**src/rtl/core/mde_pkg.sv**
```systemverilog
// Shared types, constants and round functions of the MD5 digest engine.
package mde_pkg;

    // Input word: one optional message byte and the end-of-message mark
    typedef struct packed {
        logic       has_byte;
        logic [7:0] data_byte;
        logic       is_last;
    } t_in_word;

    // Output word: eight digest bytes, lowest byte in bits 7:0
    typedef struct packed {
        logic [63:0] digest_part;
        logic        part_last;
    } t_out_word;

    // Head of the queue between front and back
    typedef struct packed {
        logic     valid;
        t_in_word word;
    } t_q_head;

    localparam int QUEUE_DEPTH_DEF = 4;

    localparam int BLOCK_WORDS = 16;
    localparam int LANE_COUNT  = 4;

    localparam logic [31:0] IV_A = 32'h67452301;
    localparam logic [31:0] IV_B = 32'hefcdab89;
    localparam logic [31:0] IV_C = 32'h98badcfe;
    localparam logic [31:0] IV_D = 32'h10325476;

    localparam logic [7:0] PAD_MARK   = 8'h80;
    localparam logic [7:0] PAD_ZERO   = 8'h00;
    localparam logic [5:0] LEN_OFFSET = 6'd56;
    localparam logic [5:0] LAST_SLOT  = 6'd63;
    localparam logic [5:0] LAST_ROUND = 6'd63;

    localparam logic [31:0] ROUND_K [64] = '{
        32'hd76aa478, 32'he8c7b756, 32'h242070db, 32'hc1bdceee,
        32'hf57c0faf, 32'h4787c62a, 32'ha8304613, 32'hfd469501,
        32'h698098d8, 32'h8b44f7af, 32'hffff5bb1, 32'h895cd7be,
        32'h6b901122, 32'hfd987193, 32'ha679438e, 32'h49b40821,
        32'hf61e2562, 32'hc040b340, 32'h265e5a51, 32'he9b6c7aa,
        32'hd62f105d, 32'h02441453, 32'hd8a1e681, 32'he7d3fbc8,
        32'h21e1cde6, 32'hc33707d6, 32'hf4d50d87, 32'h455a14ed,
        32'ha9e3e905, 32'hfcefa3f8, 32'h676f02d9, 32'h8d2a4c8a,
        32'hfffa3942, 32'h8771f681, 32'h6d9d6122, 32'hfde5380c,
        32'ha4beea44, 32'h4bdecfa9, 32'hf6bb4b60, 32'hbebfbc70,
        32'h289b7ec6, 32'heaa127fa, 32'hd4ef3085, 32'h04881d05,
        32'hd9d4d039, 32'he6db99e5, 32'h1fa27cf8, 32'hc4ac5665,
        32'hf4292244, 32'h432aff97, 32'hab9423a7, 32'hfc93a039,
        32'h655b59c3, 32'h8f0ccc92, 32'hffeff47d, 32'h85845dd1,
        32'h6fa87e4f, 32'hfe2ce6e0, 32'ha3014314, 32'h4e0811a1,
        32'hf7537e82, 32'hbd3af235, 32'h2ad7d2bb, 32'heb86d391
    };

    // Rotate amount of a round: four amounts per group of sixteen rounds
    function automatic logic [4:0] rot_amt(input logic [5:0] rnd);
        logic [4:0] amt;
        case (rnd[5:4])
            2'd0: begin
                case (rnd[1:0])
                    2'd0:    amt = 5'd7;
                    2'd1:    amt = 5'd12;
                    2'd2:    amt = 5'd17;
                    default: amt = 5'd22;
                endcase
            end
            2'd1: begin
                case (rnd[1:0])
                    2'd0:    amt = 5'd5;
                    2'd1:    amt = 5'd9;
                    2'd2:    amt = 5'd14;
                    default: amt = 5'd20;
                endcase
            end
            2'd2: begin
                case (rnd[1:0])
                    2'd0:    amt = 5'd4;
                    2'd1:    amt = 5'd11;
                    2'd2:    amt = 5'd16;
                    default: amt = 5'd23;
                endcase
            end
            default: begin
                case (rnd[1:0])
                    2'd0:    amt = 5'd6;
                    2'd1:    amt = 5'd10;
                    2'd2:    amt = 5'd15;
                    default: amt = 5'd21;
                endcase
            end
        endcase
        return amt;
    endfunction

    // Message word index of a round, taken modulo sixteen
    function automatic logic [3:0] word_sel(input logic [5:0] rnd);
        logic [3:0] low;
        logic [3:0] sel;
        low = rnd[3:0];
        case (rnd[5:4])
            2'd0:    sel = low;
            2'd1:    sel = 4'(low * 4'd5 + 4'd1);
            2'd2:    sel = 4'(low * 4'd3 + 4'd5);
            default: sel = 4'(low * 4'd7);
        endcase
        return sel;
    endfunction

    // Rotate a 32-bit value left
    function automatic logic [31:0] rotl(input logic [31:0] x, input logic [4:0] n);
        logic [63:0] dbl;
        dbl = {x, x} << n;
        return dbl[63:32];
    endfunction

endpackage

```
**src/rtl/core/mde_ram.sv**
```systemverilog
// Generic single-write, single-read RAM with registered read data.
module mde_ram #(
    parameter int WIDTH = 8,
    parameter int DEPTH = 16
) (
    input  logic                     i_clk,
    input  logic                     i_we,
    input  logic [$clog2(DEPTH)-1:0] i_waddr,
    input  logic [WIDTH-1:0]         i_wdata,
    input  logic [$clog2(DEPTH)-1:0] i_raddr,
    output logic [WIDTH-1:0]         o_rdata
);

    logic [WIDTH-1:0] r_mem [DEPTH];
    logic [WIDTH-1:0] r_rdata;

    // Write one entry, register one read
    always_ff @(posedge i_clk) begin
        if (i_we) begin
            r_mem[i_waddr] <= i_wdata;
        end
        r_rdata <= r_mem[i_raddr];
    end

    assign o_rdata = r_rdata;

endmodule

```
**src/rtl/core/mde_front.sv**
```systemverilog
// Front end: accepts input words, drops idle words, queues the rest.
module mde_front import mde_pkg::*; #(
    parameter int QUEUE_DEPTH = QUEUE_DEPTH_DEF
) (
    input  logic     i_clk,
    input  logic     i_rst_n,
    input  logic     i_in_valid,
    output logic     o_in_stall,
    input  t_in_word i_in_word,
    input  logic     i_pop,
    output t_q_head  o_head
);

    localparam int PW = (QUEUE_DEPTH > 1) ? $clog2(QUEUE_DEPTH) : 1;
    localparam int CW = $clog2(QUEUE_DEPTH + 1);
    localparam logic [PW-1:0] LAST_PTR = PW'(QUEUE_DEPTH - 1);
    localparam logic [CW-1:0] FULL_CNT = CW'(QUEUE_DEPTH);

    t_in_word      r_slot [QUEUE_DEPTH];
    logic [PW-1:0] r_wr_ptr, n_wr_ptr;
    logic [PW-1:0] r_rd_ptr, n_rd_ptr;
    logic [CW-1:0] r_count;
    logic          push;
    logic          pop;

    // Keep only words that carry a byte or end a message
    assign o_in_stall = (r_count == FULL_CNT);
    assign push = i_in_valid && !o_in_stall && (i_in_word.has_byte || i_in_word.is_last);
    assign pop  = i_pop && (r_count != '0);

    assign n_wr_ptr = (r_wr_ptr == LAST_PTR) ? '0 : r_wr_ptr + 1'b1;
    assign n_rd_ptr = (r_rd_ptr == LAST_PTR) ? '0 : r_rd_ptr + 1'b1;

    assign o_head.valid = (r_count != '0);
    assign o_head.word  = r_slot[r_rd_ptr];

    // Advance pointers and count
    always_ff @(posedge i_clk) begin
        if (!i_rst_n) begin
            r_wr_ptr <= '0;
            r_rd_ptr <= '0;
            r_count  <= '0;
        end else begin
            if (push) begin
                r_wr_ptr <= n_wr_ptr;
            end
            if (pop) begin
                r_rd_ptr <= n_rd_ptr;
            end
            if (push && !pop) begin
                r_count <= r_count + 1'b1;
            end else if (pop && !push) begin
                r_count <= r_count - 1'b1;
            end
        end
    end

    // Hold queued words
    always_ff @(posedge i_clk) begin
        if (push) begin
            r_slot[r_wr_ptr] <= i_in_word;
        end
    end

endmodule

```
**src/rtl/core/mde_back.sv**
```systemverilog
// Back end: block store, padding sequencer, MD5 round unit and output register.
module mde_back import mde_pkg::*; (
    input  logic      i_clk,
    input  logic      i_rst_n,
    input  t_q_head   i_head,
    output logic      o_pop,
    output logic      o_out_valid,
    input  logic      i_out_stall,
    output t_out_word o_out_word
);

    typedef enum logic [2:0] {
        S_IDLE, S_PAD, S_LOAD, S_ROUND, S_ADD, S_OUT0, S_OUT1
    } t_state;

    typedef enum logic [1:0] {
        P_MARK, P_ZERO, P_LEN
    } t_pad;

    t_state      r_state;
    t_pad        r_pad;
    logic        r_fin;
    logic        r_len_done;
    logic [5:0]  r_fill;
    logic [60:0] r_total;
    logic [5:0]  r_round;
    logic [31:0] r_ha, r_hb, r_hc, r_hd;
    logic [31:0] r_a, r_b, r_c, r_d;
    logic        r_out_valid;
    t_out_word   r_out_word;

    logic        wr_en;
    logic [7:0]  wr_byte;
    logic [3:0]  rd_addr;
    logic [31:0] w_word;
    logic [63:0] bit_len;
    logic [7:0]  len_byte;
    logic [31:0] f_val;
    logic [31:0] sum;
    logic [31:0] n_b;
    logic        out_free;

    // Block store: one byte lane per RAM, word index as address
    for (genvar g = 0; g < LANE_COUNT; g++) begin : g_lane
        mde_ram #(
            .WIDTH(8),
            .DEPTH(BLOCK_WORDS)
        ) u_ram (
            .i_clk  (i_clk),
            .i_we   (wr_en && (r_fill[1:0] == 2'(g))),
            .i_waddr(r_fill[5:2]),
            .i_wdata(wr_byte),
            .i_raddr(rd_addr),
            .o_rdata(w_word[8*g +: 8])
        );
    end

    assign bit_len  = {r_total, 3'b000};
    assign len_byte = bit_len[{r_fill[2:0], 3'b000} +: 8];
    assign o_pop    = (r_state == S_IDLE) && i_head.valid;
    assign rd_addr  = (r_state == S_LOAD) ? word_sel(6'd0) : word_sel(r_round + 6'd1);
    assign out_free = !r_out_valid || !i_out_stall;

    // Select the byte written into the block
    always_comb begin
        wr_en   = 1'b0;
        wr_byte = i_head.word.data_byte;
        case (r_state)
            S_IDLE: begin
                wr_en = i_head.valid && i_head.word.has_byte;
            end
            S_PAD: begin
                wr_en = 1'b1;
                case (r_pad)
                    P_MARK:  wr_byte = PAD_MARK;
                    P_ZERO:  wr_byte = (r_fill == LEN_OFFSET) ? len_byte : PAD_ZERO;
                    default: wr_byte = len_byte;
                endcase
            end
            default: begin
                wr_en = 1'b0;
            end
        endcase
    end

    // One MD5 round on the working words
    always_comb begin
        case (r_round[5:4])
            2'd0:    f_val = (r_b & r_c) | (~r_b & r_d);
            2'd1:    f_val = (r_d & r_b) | (~r_d & r_c);
            2'd2:    f_val = r_b ^ r_c ^ r_d;
            default: f_val = r_c ^ (r_b | ~r_d);
        endcase
        sum = r_a + f_val + ROUND_K[r_round] + w_word;
        n_b = r_b + rotl(sum, rot_amt(r_round));
    end

    // Sequence absorb, pad, compress and emit
    always_ff @(posedge i_clk) begin
        if (!i_rst_n) begin
            r_state     <= S_IDLE;
            r_pad       <= P_MARK;
            r_fin       <= 1'b0;
            r_len_done  <= 1'b0;
            r_fill      <= '0;
            r_total     <= '0;
            r_round     <= '0;
            r_ha        <= IV_A;
            r_hb        <= IV_B;
            r_hc        <= IV_C;
            r_hd        <= IV_D;
            r_out_valid <= 1'b0;
        end else begin
            // Drop the output word once taken; the digest states reload it themselves
            if (r_out_valid && !i_out_stall && !(r_state inside {S_OUT0, S_OUT1})) begin
                r_out_valid <= 1'b0;
            end
            case (r_state)
                S_IDLE: begin
                    if (i_head.valid) begin
                        r_fin      <= i_head.word.is_last;
                        r_pad      <= P_MARK;
                        r_len_done <= 1'b0;
                        if (i_head.word.has_byte) begin
                            r_total <= r_total + 61'd1;
                            r_fill  <= r_fill + 6'd1;
                            if (r_fill == LAST_SLOT) begin
                                r_state <= S_LOAD;
                            end else if (i_head.word.is_last) begin
                                r_state <= S_PAD;
                            end
                        end else if (i_head.word.is_last) begin
                            r_state <= S_PAD;
                        end
                    end
                end
                S_PAD: begin
                    r_fill <= r_fill + 6'd1;
                    case (r_pad)
                        P_MARK: r_pad <= P_ZERO;
                        P_ZERO: begin
                            if (r_fill == LEN_OFFSET) begin
                                r_pad <= P_LEN;
                            end
                        end
                        default: r_pad <= P_LEN;
                    endcase
                    if (r_fill == LAST_SLOT) begin
                        r_len_done <= (r_pad == P_LEN);
                        r_state    <= S_LOAD;
                    end
                end
                S_LOAD: begin
                    r_a     <= r_ha;
                    r_b     <= r_hb;
                    r_c     <= r_hc;
                    r_d     <= r_hd;
                    r_round <= '0;
                    r_state <= S_ROUND;
                end
                S_ROUND: begin
                    r_a     <= r_d;
                    r_d     <= r_c;
                    r_c     <= r_b;
                    r_b     <= n_b;
                    r_round <= r_round + 6'd1;
                    if (r_round == LAST_ROUND) begin
                        r_state <= S_ADD;
                    end
                end
                S_ADD: begin
                    r_ha <= r_ha + r_a;
                    r_hb <= r_hb + r_b;
                    r_hc <= r_hc + r_c;
                    r_hd <= r_hd + r_d;
                    if (!r_fin) begin
                        r_state <= S_IDLE;
                    end else if (r_len_done) begin
                        r_state <= S_OUT0;
                    end else begin
                        r_state <= S_PAD;
                    end
                end
                S_OUT0: begin
                    if (out_free) begin
                        r_out_valid            <= 1'b1;
                        r_out_word.digest_part <= {r_hb, r_ha};
                        r_out_word.part_last   <= 1'b0;
                        r_state                <= S_OUT1;
                    end
                end
                S_OUT1: begin
                    if (out_free) begin
                        r_out_valid            <= 1'b1;
                        r_out_word.digest_part <= {r_hd, r_hc};
                        r_out_word.part_last   <= 1'b1;
                        r_ha                   <= IV_A;
                        r_hb                   <= IV_B;
                        r_hc                   <= IV_C;
                        r_hd                   <= IV_D;
                        r_total                <= '0;
                        r_fill                 <= '0;
                        r_fin                  <= 1'b0;
                        r_len_done             <= 1'b0;
                        r_state                <= S_IDLE;
                    end
                end
                default: begin
                    r_state <= S_IDLE;
                end
            endcase
        end
    end

    assign o_out_valid = r_out_valid;
    assign o_out_word  = r_out_word;

endmodule

```
**src/rtl/core/md5_digest_engine.sv**
```systemverilog
// Top level of the MD5 digest engine: front queue and back compression unit.
//
// Input channel: i_in_valid / o_in_stall carry one word per accepted edge,
// holding an optional message byte (has_byte), the byte, and an end mark
// (is_last). Words with neither a byte nor an end mark are dropped.
// Output channel: o_out_valid / i_out_stall carry the digest as two words,
// digest bytes 0..7 first (part_last = 0), then bytes 8..15 (part_last = 1).
// Throughput: the back end takes one message byte per cycle, but no bytes
// while it loads, runs the 64 rounds and adds the chaining words of each
// 64-byte block; the single round unit and the one write port of the block
// store set this pace. Finishing a message writes the padding bytes (9 to
// 72 bytes) and compresses each padded block, then emits the digest words.
// The front queue holds QUEUE_DEPTH words, so the sender runs ahead of the
// back end by that many words; o_in_stall rises only when the queue is full.
// A stalled output word holds; the back end waits for the output register
// to free before it loads the next digest word.
// Reset (synchronous, active low) empties the queue, clears the output
// register, the byte count and the block fill, and loads the initial
// chaining words. Each digest ends with the count, fill and chaining words reset.
module md5_digest_engine import mde_pkg::*; #(
    parameter int QUEUE_DEPTH = QUEUE_DEPTH_DEF
) (
    input  logic      i_clk,
    input  logic      i_rst_n,
    input  logic      i_in_valid,
    output logic      o_in_stall,
    input  t_in_word  i_in_word,
    output logic      o_out_valid,
    input  logic      i_out_stall,
    output t_out_word o_out_word
);

    t_q_head head;
    logic    pop;

    mde_front #(
        .QUEUE_DEPTH(QUEUE_DEPTH)
    ) u_front (
        .i_clk     (i_clk),
        .i_rst_n   (i_rst_n),
        .i_in_valid(i_in_valid),
        .o_in_stall(o_in_stall),
        .i_in_word (i_in_word),
        .i_pop     (pop),
        .o_head    (head)
    );

    mde_back u_back (
        .i_clk      (i_clk),
        .i_rst_n    (i_rst_n),
        .i_head     (head),
        .o_pop      (pop),
        .o_out_valid(o_out_valid),
        .i_out_stall(i_out_stall),
        .o_out_word (o_out_word)
    );

endmodule

```
**config.mk**
```make
export PLATFORM = sky130hd
export DESIGN_NAME = md5_digest_engine
export DESIGN_NICKNAME = d
export VERILOG_FILES = /design/src/rtl/core/mde_pkg.sv /design/src/rtl/core/mde_ram.sv /design/src/rtl/core/mde_front.sv /design/src/rtl/core/mde_back.sv /design/src/rtl/core/md5_digest_engine.sv
export SDC_FILE = /design/constraint.sdc
export NUM_CORES = 2
export LEC_CHECK = 0
export ABC_AREA = 1
export BUFFER_PORTS_ARGS = -buffer_cell sky130_fd_sc_hd__buf_4
export CAP_MARGIN = 0
export CORE_MARGIN = 4
export CORE_UTILIZATION = 38
export CTS_BUF_LIST = sky130_fd_sc_hd__clkbuf_8
export DETAILED_ROUTE_END_ITERATION = 10
export PLACE_DENSITY_LB_ADDON = 0.1
export SYNTH_ARGS = -nofsm -noshare
export SYNTH_HDL_FRONTEND = slang
export SYNTH_SLANG_ARGS = --single-unit
```
**constraint.sdc**
```tcl
create_clock -name i_clk -period 7 [get_ports i_clk]
set_input_delay 0.7 -clock i_clk [delete_from_list [all_inputs] [get_ports i_clk]]
set_output_delay 0.7 -clock i_clk [all_outputs]
set_load 0.02 [all_outputs]
```
After elaboration in Yosys (flattened, before gate mapping). Memories as Yosys holds them, arrays and structs flattened. A register that Yosys moved wholly into a read port is not among the register bits. Index checks and enable logic that the tools add are counted.

Register bits after elaboration: 409. RAM bits: 552. Memory bits (read-only): 2048. Input port bits: 14. Word-level logic and storage cells: 216. Memories: 6.

$add $sub $neg: 17. Multipliers: 3. $lt $le $gt $ge: 1. Equal/unequal tests: 30. Shifts and indexed selects: 2. Mux-type cells: 78. Bitwise operators: 13. Reduce and logical (&&, ||, !) cells: 45.

Memory list: (name not given) (depth 64, bits a word 32, rd ports 1, clocked after Yosys merged registers in 0, write ports 0, line mde_back.sv:94) `sum = r_a + f_val + ROUND_K[r_round] + w_word;`; u_back.g_lane[0].u_ram.r_mem (depth 16, bits a word 8, rd ports 1, clocked after Yosys merged registers in 1, write ports 1, line mde_ram.sv:14) `logic [WIDTH-1:0] r_mem [DEPTH];`; u_back.g_lane[1].u_ram.r_mem (depth 16, bits a word 8, rd ports 1, clocked after Yosys merged registers in 1, write ports 1, line mde_ram.sv:14); u_back.g_lane[2].u_ram.r_mem (depth 16, bits a word 8, rd ports 1, clocked after Yosys merged registers in 1, write ports 1, line mde_ram.sv:14); u_back.g_lane[3].u_ram.r_mem (depth 16, bits a word 8, rd ports 1, clocked after Yosys merged registers in 1, write ports 1, line mde_ram.sv:14); u_front.r_slot (depth 4, bits a word 10, rd ports 1, clocked after Yosys merged registers in 1, write ports 1, line mde_front.sv:19) `t_in_word r_slot [QUEUE_DEPTH];`.

Operators by type and width (count): 32-bit one-hot mux with 2 select lines (8); 32-bit adder (8); 32-bit two-way mux (6); 61-bit two-way mux (3); 65-bit two-way mux (2); 65-bit one-hot mux with 2 select lines (1); 32-bit bitwise AND (4); 61-bit one-hot mux with 2 select lines (1); 32-bit OR (3); 32-bit one-hot mux with 3 select lines (1); 32-bit XOR (3); 5-bit one-hot mux with 3 select lines (5); 32-bit inverter (2); 64-bit by 7-bit indexed part select with 8-bit output (1); 64-bit by 5-bit left shift with 64-bit output (1); 61-bit by 1-bit adder with 61-bit output (second input constant) (1); 3-bit two-way mux (12); 3-bit one-hot mux with 7 select lines (1); 6-bit == test (second input constant) (3); 6-bit two-way mux (3); 6-bit one-hot mux with 3 select lines (1); 1-bit two-way mux (17); 2-bit == test (second input constant) (8); 8-bit two-way mux (2); 36 further kinds (92).

Logic depth before layout (Yosys ltp).
Depth in word-level cells: 10. Gate-level depth with buffers: 53.

Modules after synthesis. A second synthesis with hierarchy kept.

Cells, all modules: 7645. Area, all modules: 60842.1 um^2.

By module, submodules not included: mde_back (instances 1, cells each 5269, area an instance 35771.8 um^2, sequential area each 9979.6 um^2); mde_ram (instances 4, cells each 551, area an instance 5766.8 um^2, sequential area each 4003.8 um^2); mde_front (instances 1, cells each 172, area an instance 2003.2 um^2, sequential area each 1381.3 um^2).

Least setup slack after synthesis. Ideal clock, no wire load.

Kind: reg2reg. From: register u_back.r_round[1]. To: register u_back.r_b[22], data pin. Setup time: 264 ps. Data arrival time: 7467 ps. Data required time: 6736 ps. Slack: -731 ps. Stages on the path, launching flop included: 48. Clock period less this slack: 7731 ps. Cells stage by stage: dfxtp_1 > clkbuf_1 > inv_1 > ha_1 > clkbuf_1 > nor2_1 > nor2_1 > a221oi_1 > a2111oi_0 > fa_1 > inv_1 > fa_1 > inv_1 > ha_1 > inv_1 > fa_1 > inv_1 > nand2_1 > [12 not listed] > nand3_1 > nand3_1 > nand2_1 > ha_1 > fa_1 > nand3_1 > nand3_1 > nand2_1 > nand2_1 > a21oi_1 > inv_1 > a21oi_1 > nor2_1 > nor2_1 > o31ai_1 > or2_2 > nand3_1 > o21ai_0.

Longest elaborated chain between the ends: 9.

RTL lines: start: declaration (line mde_back.sv:26) `logic [5:0] r_round;`; start signal: assignment (line mde_back.sv:166) `r_round <= r_round + 6'd1;`; 6-bit inverter with 7-bit output (not written as such) (line mde_back.sv:94); memory 64 x 32 bit; 32-bit two-way mux (not written as such) (2 in series) (line mde_back.sv:94); 32-bit adder (2 in series) (line mde_back.sv:94); 64-bit by 5-bit left shift with 64-bit output * (line mde_pkg.sv:115) `dbl = {x, x} << n;`; 32-bit adder * (line mde_back.sv:95) `n_b = r_b + rotl(sum, rot_amt(r_round));`; 32-bit one-hot mux with 2 select lines * (line mde_back.sv:118) `case (r_state)`; end signal: assignment (line mde_back.sv:155) `r_b <= r_hb;`; end signal: assignment (line mde_back.sv:165) `r_b <= n_b;`; end: declaration (line mde_back.sv:28) `logic [31:0] r_a, r_b, r_c, r_d;`.

Mark *: on every way between the ends. The rest lies on a longest branch, timed or not. The select of a mux whose other input is x is not followed. A chain may end at the register's enable or synchronous reset.

Worst setup path after layout. Ends and elaborated chain as after synthesis.

==> qor.tcl <==
set qor(mostFrequentLayoutCell) {sky130_fd_sc_hd__nand2_1}
set qor(global_route.overflow_total) 0
set qor(first_global_vias) 53300
set qor(setup.worst_path.class) {reg2reg}
set qor(power_frac_clock_pct) 13.5
set qor(vias_per_cell) 5.43
set qor(p_int_uw) 21700
set qor(drt-pass1-iter-count) 6
set qor(most_used_flip_flop_cell_after_synthesis) {sky130_fd_sc_hd__edfxtp_1}
set qor(cp.arrival_ns) 8.18
set qor(global_route.usage.met1_pct) 37.1
set qor(min-delay-path-class) {in2reg}
set qor(top_level_ports) 81
set qor(route.vias.total) 55500
set qor(power.switching_uw) 17700
set qor(avg_wl_per_cell_um) 23.5
set qor(rsz0062_at_grt) {true}
set qor(cts_buffers) 178
set qor(cp_slowest_stage_delay_ns) 0.51
set qor(timing.final.setup_violations) 25
set qor(seq_power_share_pct) 19.3
set qor(synth-edff-count) 745
set qor(drt-initial-drc-count) 4709
set qor(io_buffer_count) 80
set qor(stdcell_count) 10200
set qor(tightest_slew_ns) 1.32
set qor(tritoncts_clock_tree) {built}
set qor(required_ns) 7.65
set qor(globalRouteMet2Util_pct) 47.7
set qor(cp_max_fo) 6
set qor(endpoint_kind) {flop}
set qor(clkSinkCount) 995
set qor(vdd.ir_drop.worst_uv) 654
set qor(yosys_warnings) 0
set qor(cts.path.max_buffers) 3
set qor(initial_standard_cell_utilization_of_the_core_pct) 38.3
set qor(global_route.usage.met3_pct) 4.61
set qor(p_leak_uw) 0.0304
set qor(cpMostUsedCell) {sky130_fd_sc_hd__nand3_2}
set qor(final_hold_viol_count) 0
set qor(detailedPlacementHpwl_um) 177000
set qor(cp_slowest_cell) {sky130_fd_sc_hd__fa_1}
set qor(clkTransAtPathRegs_ns) 0.07
set qor(track_usage_pct) 28.8
set qor(remaining_drc_errors) 0
set qor(seq_area_frac_synth_pct) 46.3
set qor(yosysUniqueCellTypes) 67
set qor(fp.dieH_um) 402
set qor(place.detailed.instances) 9810
set qor(asyncSetResetFlopFracSynth_pct) 0
set qor(combPwrFrac_pct) 67.2
set qor(final_layout_size_suffix_gt1_share_pct) 21.2
set qor(core_area_um2) 154000
set qor(finalCriticalPeriod_ns) 7.53
set qor(post-synth-top-area-cell) {sky130_fd_sc_hd__edfxtp_1}
set qor(failing_checks) {setup timing}
set qor(synth_cells) 7220
set qor(synth_top_area_share_pct) 37.9
set qor(fin_worst_hold_slack_ns) 0.225
set qor(area_growth_pct) 25.8
set qor(layout_setup_ws_ns) -0.529
set qor(worst_clock_skew_ns) 0.0646
set qor(reg2reg_setup_slack_ns) -0.53
set qor(synth_seq_cells) 995
set qor(synthesis.nets) 7526
set qor(clk_root_buffer_cell) {sky130_fd_sc_hd__clkbuf_8}
set qor(ctsHtreeMaxLevel) 4
set qor(maxCapViolCount) 0
set qor(die_w_um) 402
set qor(antenna_left) 0
set qor(syn_area_um2) 59100
set qor(timing.fmax_mhz) 133
set qor(clk_latency_ns) 0.95
set qor(globalRoute.busiestLayer) {met2}
set qor(nets) 8333
set qor(max_slew_margin_pct) 11.0
set qor(fp-row-count) 144
set qor(outcome) {finished with violations}
set qor(yosys-top-cells-area) {sky130_fd_sc_hd__edfxtp_1 (38%), sky130_fd_sc_hd__nand2_1 (9.6%), sky130_fd_sc_hd__dfxtp_1 (8.5%)}
set qor(slew_violations) 0
set qor(sw_frac_of_total_pct) 45.0
set qor(family_of_cells_with_the_greatest_summed_delay_on_the_critical_path) {adder cells}
set qor(grt_start_max_net_pins) 163
set qor(syn_avg_cell_area_um2) 8.19
set qor(gp_congestion) 1.01
set qor(final_cell_mix) {sky130_fd_sc_hd__nand2_1 (1435), sky130_fd_sc_hd__buf_4 (882), sky130_fd_sc_hd__inv_1 (869)}
set qor(initial_antenna_violation_count) 4
set qor(area_of_the_die_um2) 162000
set qor(critical_path_buf_inv_count) 9
set qor(routed_wl_um) 240000
set qor(totalNegativeSetupSlack_ns) -9.12
set qor(timing.final.crit_share_pct) 108
set qor(grt_pass1_wl_um) 350000
set qor(power_density_nw_per_um2) 530
set qor(cp-start-kind) {flop}
==> area by class of cell <==
type	instances	area (um^2)
Clock inverter	132	702
Timing Repair Buffer	946	7610
Clock buffer	197	2710
Sequential cell	995	27400
Tap cell	2044	2560
Multi-Input combinational cell	5054	30200
Inverter	852	3230
Fill cell	15200	80000
Antenna cell	2	5.00
==> worst paths after layout <==
check,depth (start not counted),from,end
max reg2reg,45,u_back.r_round[1],u_back.r_b[22]
max,45,u_back.r_round[1],u_back.r_b[22]
min,2,i_rst_n,u_back.r_hc[1]
min reg2reg,1,u_back.r_total[38],u_back.r_total[38]
==> sequential cells by signal, indices dropped and copies added (netlist names), 40 cells and up, named ones only <==
register                   count
u_back.r_total                61
u_back.g_lane.u_ram.r_mem    512
u_back.o_out_word             65
u_front.r_slot                40
==> routing by layer <==
layer  up-vias  wire length [um]
met4         0             11700
met2      1736            113000
met3       430             13300
li1      26600                 -
met5         -                 0
met1     26700            103000
==> cell families (layout without fill, tap and decap cells) <==
logic type	count (synthesis)	count (layout)	share of synthesized area (%)
adders and majority gates	292	292	7.06
DFF	995	995	46.3
other	0	2	0
muxes	1	1	0.0169
and+or+nand+nor	2742	2742	19.4
buffers and inverters	1171	2127	7.55
xor gates and xnor gates	81	81	1.21
AOI/OAI and AO/OA	1938	1938	18.4
==> power by group through the flow <==
| stage | sequential [uW] | clock, uW | combinational [uW] |
|---|---|---|---|
| global route | 7630 | 5730 | 28500 |
| CTS | 7590 | 5470 | 24300 |
| global placement | 7710 | 0 | 20800 |
| detailed placement | 7710 | 0 | 20700 |
| finish | 7600 | 5320 | 26500 |
| floorplan | 7580 | 0 | 10400 |
==> through the flow <==
step	util, %	area [um^2]	power [uW]	setup slack [ns]
finish	48.2	74400	39400	-0.529
floorplan	-	59200	18000	-0.107
global route	48.2	74400	41900	-0.975
detailed placement	43.7	67500	28500	-1.26
CTS	47.6	73500	37400	-0.244
global placement	43.7	67500	28500	-1.32
==> cells in the mapped netlist, drive strengths merged, types with 3 or more instances <==
library cell and count:
nand2 1523, inv 846, o21ai 807, edfxtp 745
a21oi 732, nor2 514, nand3 507, dfxtp 250
clkbuf 248, ha 223, o221ai 136, nor3 92
buf 71, fa 69, xor2 51, o211ai 48
nand4 36, or2 30, xnor2 30, a31oi 29
o21a 26, o22ai 26, a221oi 24, a21o 22
nor4 19, a211oi 15, o31ai 14, o21bai 12
a2111oi 10, nand3b 9, o2111ai 7, a21boi 6
clkinv 6, a31o 5, a32o 5, nor3b 5
a311oi 3, and3 3, o32ai 3
==> timing repair <==
item,in CTS,in global routing
setup buffers,57,27
gates resized for setup,491,159
setup endpoints to repair,29,29
pin swaps,136,92
hold endpoints to repair,40,0
hold buffers,10,0
==> worst register-to-register path: cells and delay by family, from the launching register on <==
| kind | cells | cell delay (ns) |
|---|---|---|
| fa+ha+maj | 7 | 2.35 |
| simple gates | 22 | 2.35 |
| buf+inv | 9 | 0.89 |
| compound gates | 7 | 1.30 |
| flops | 1 | 0.38 |
(Power assumes the default switching activity.)
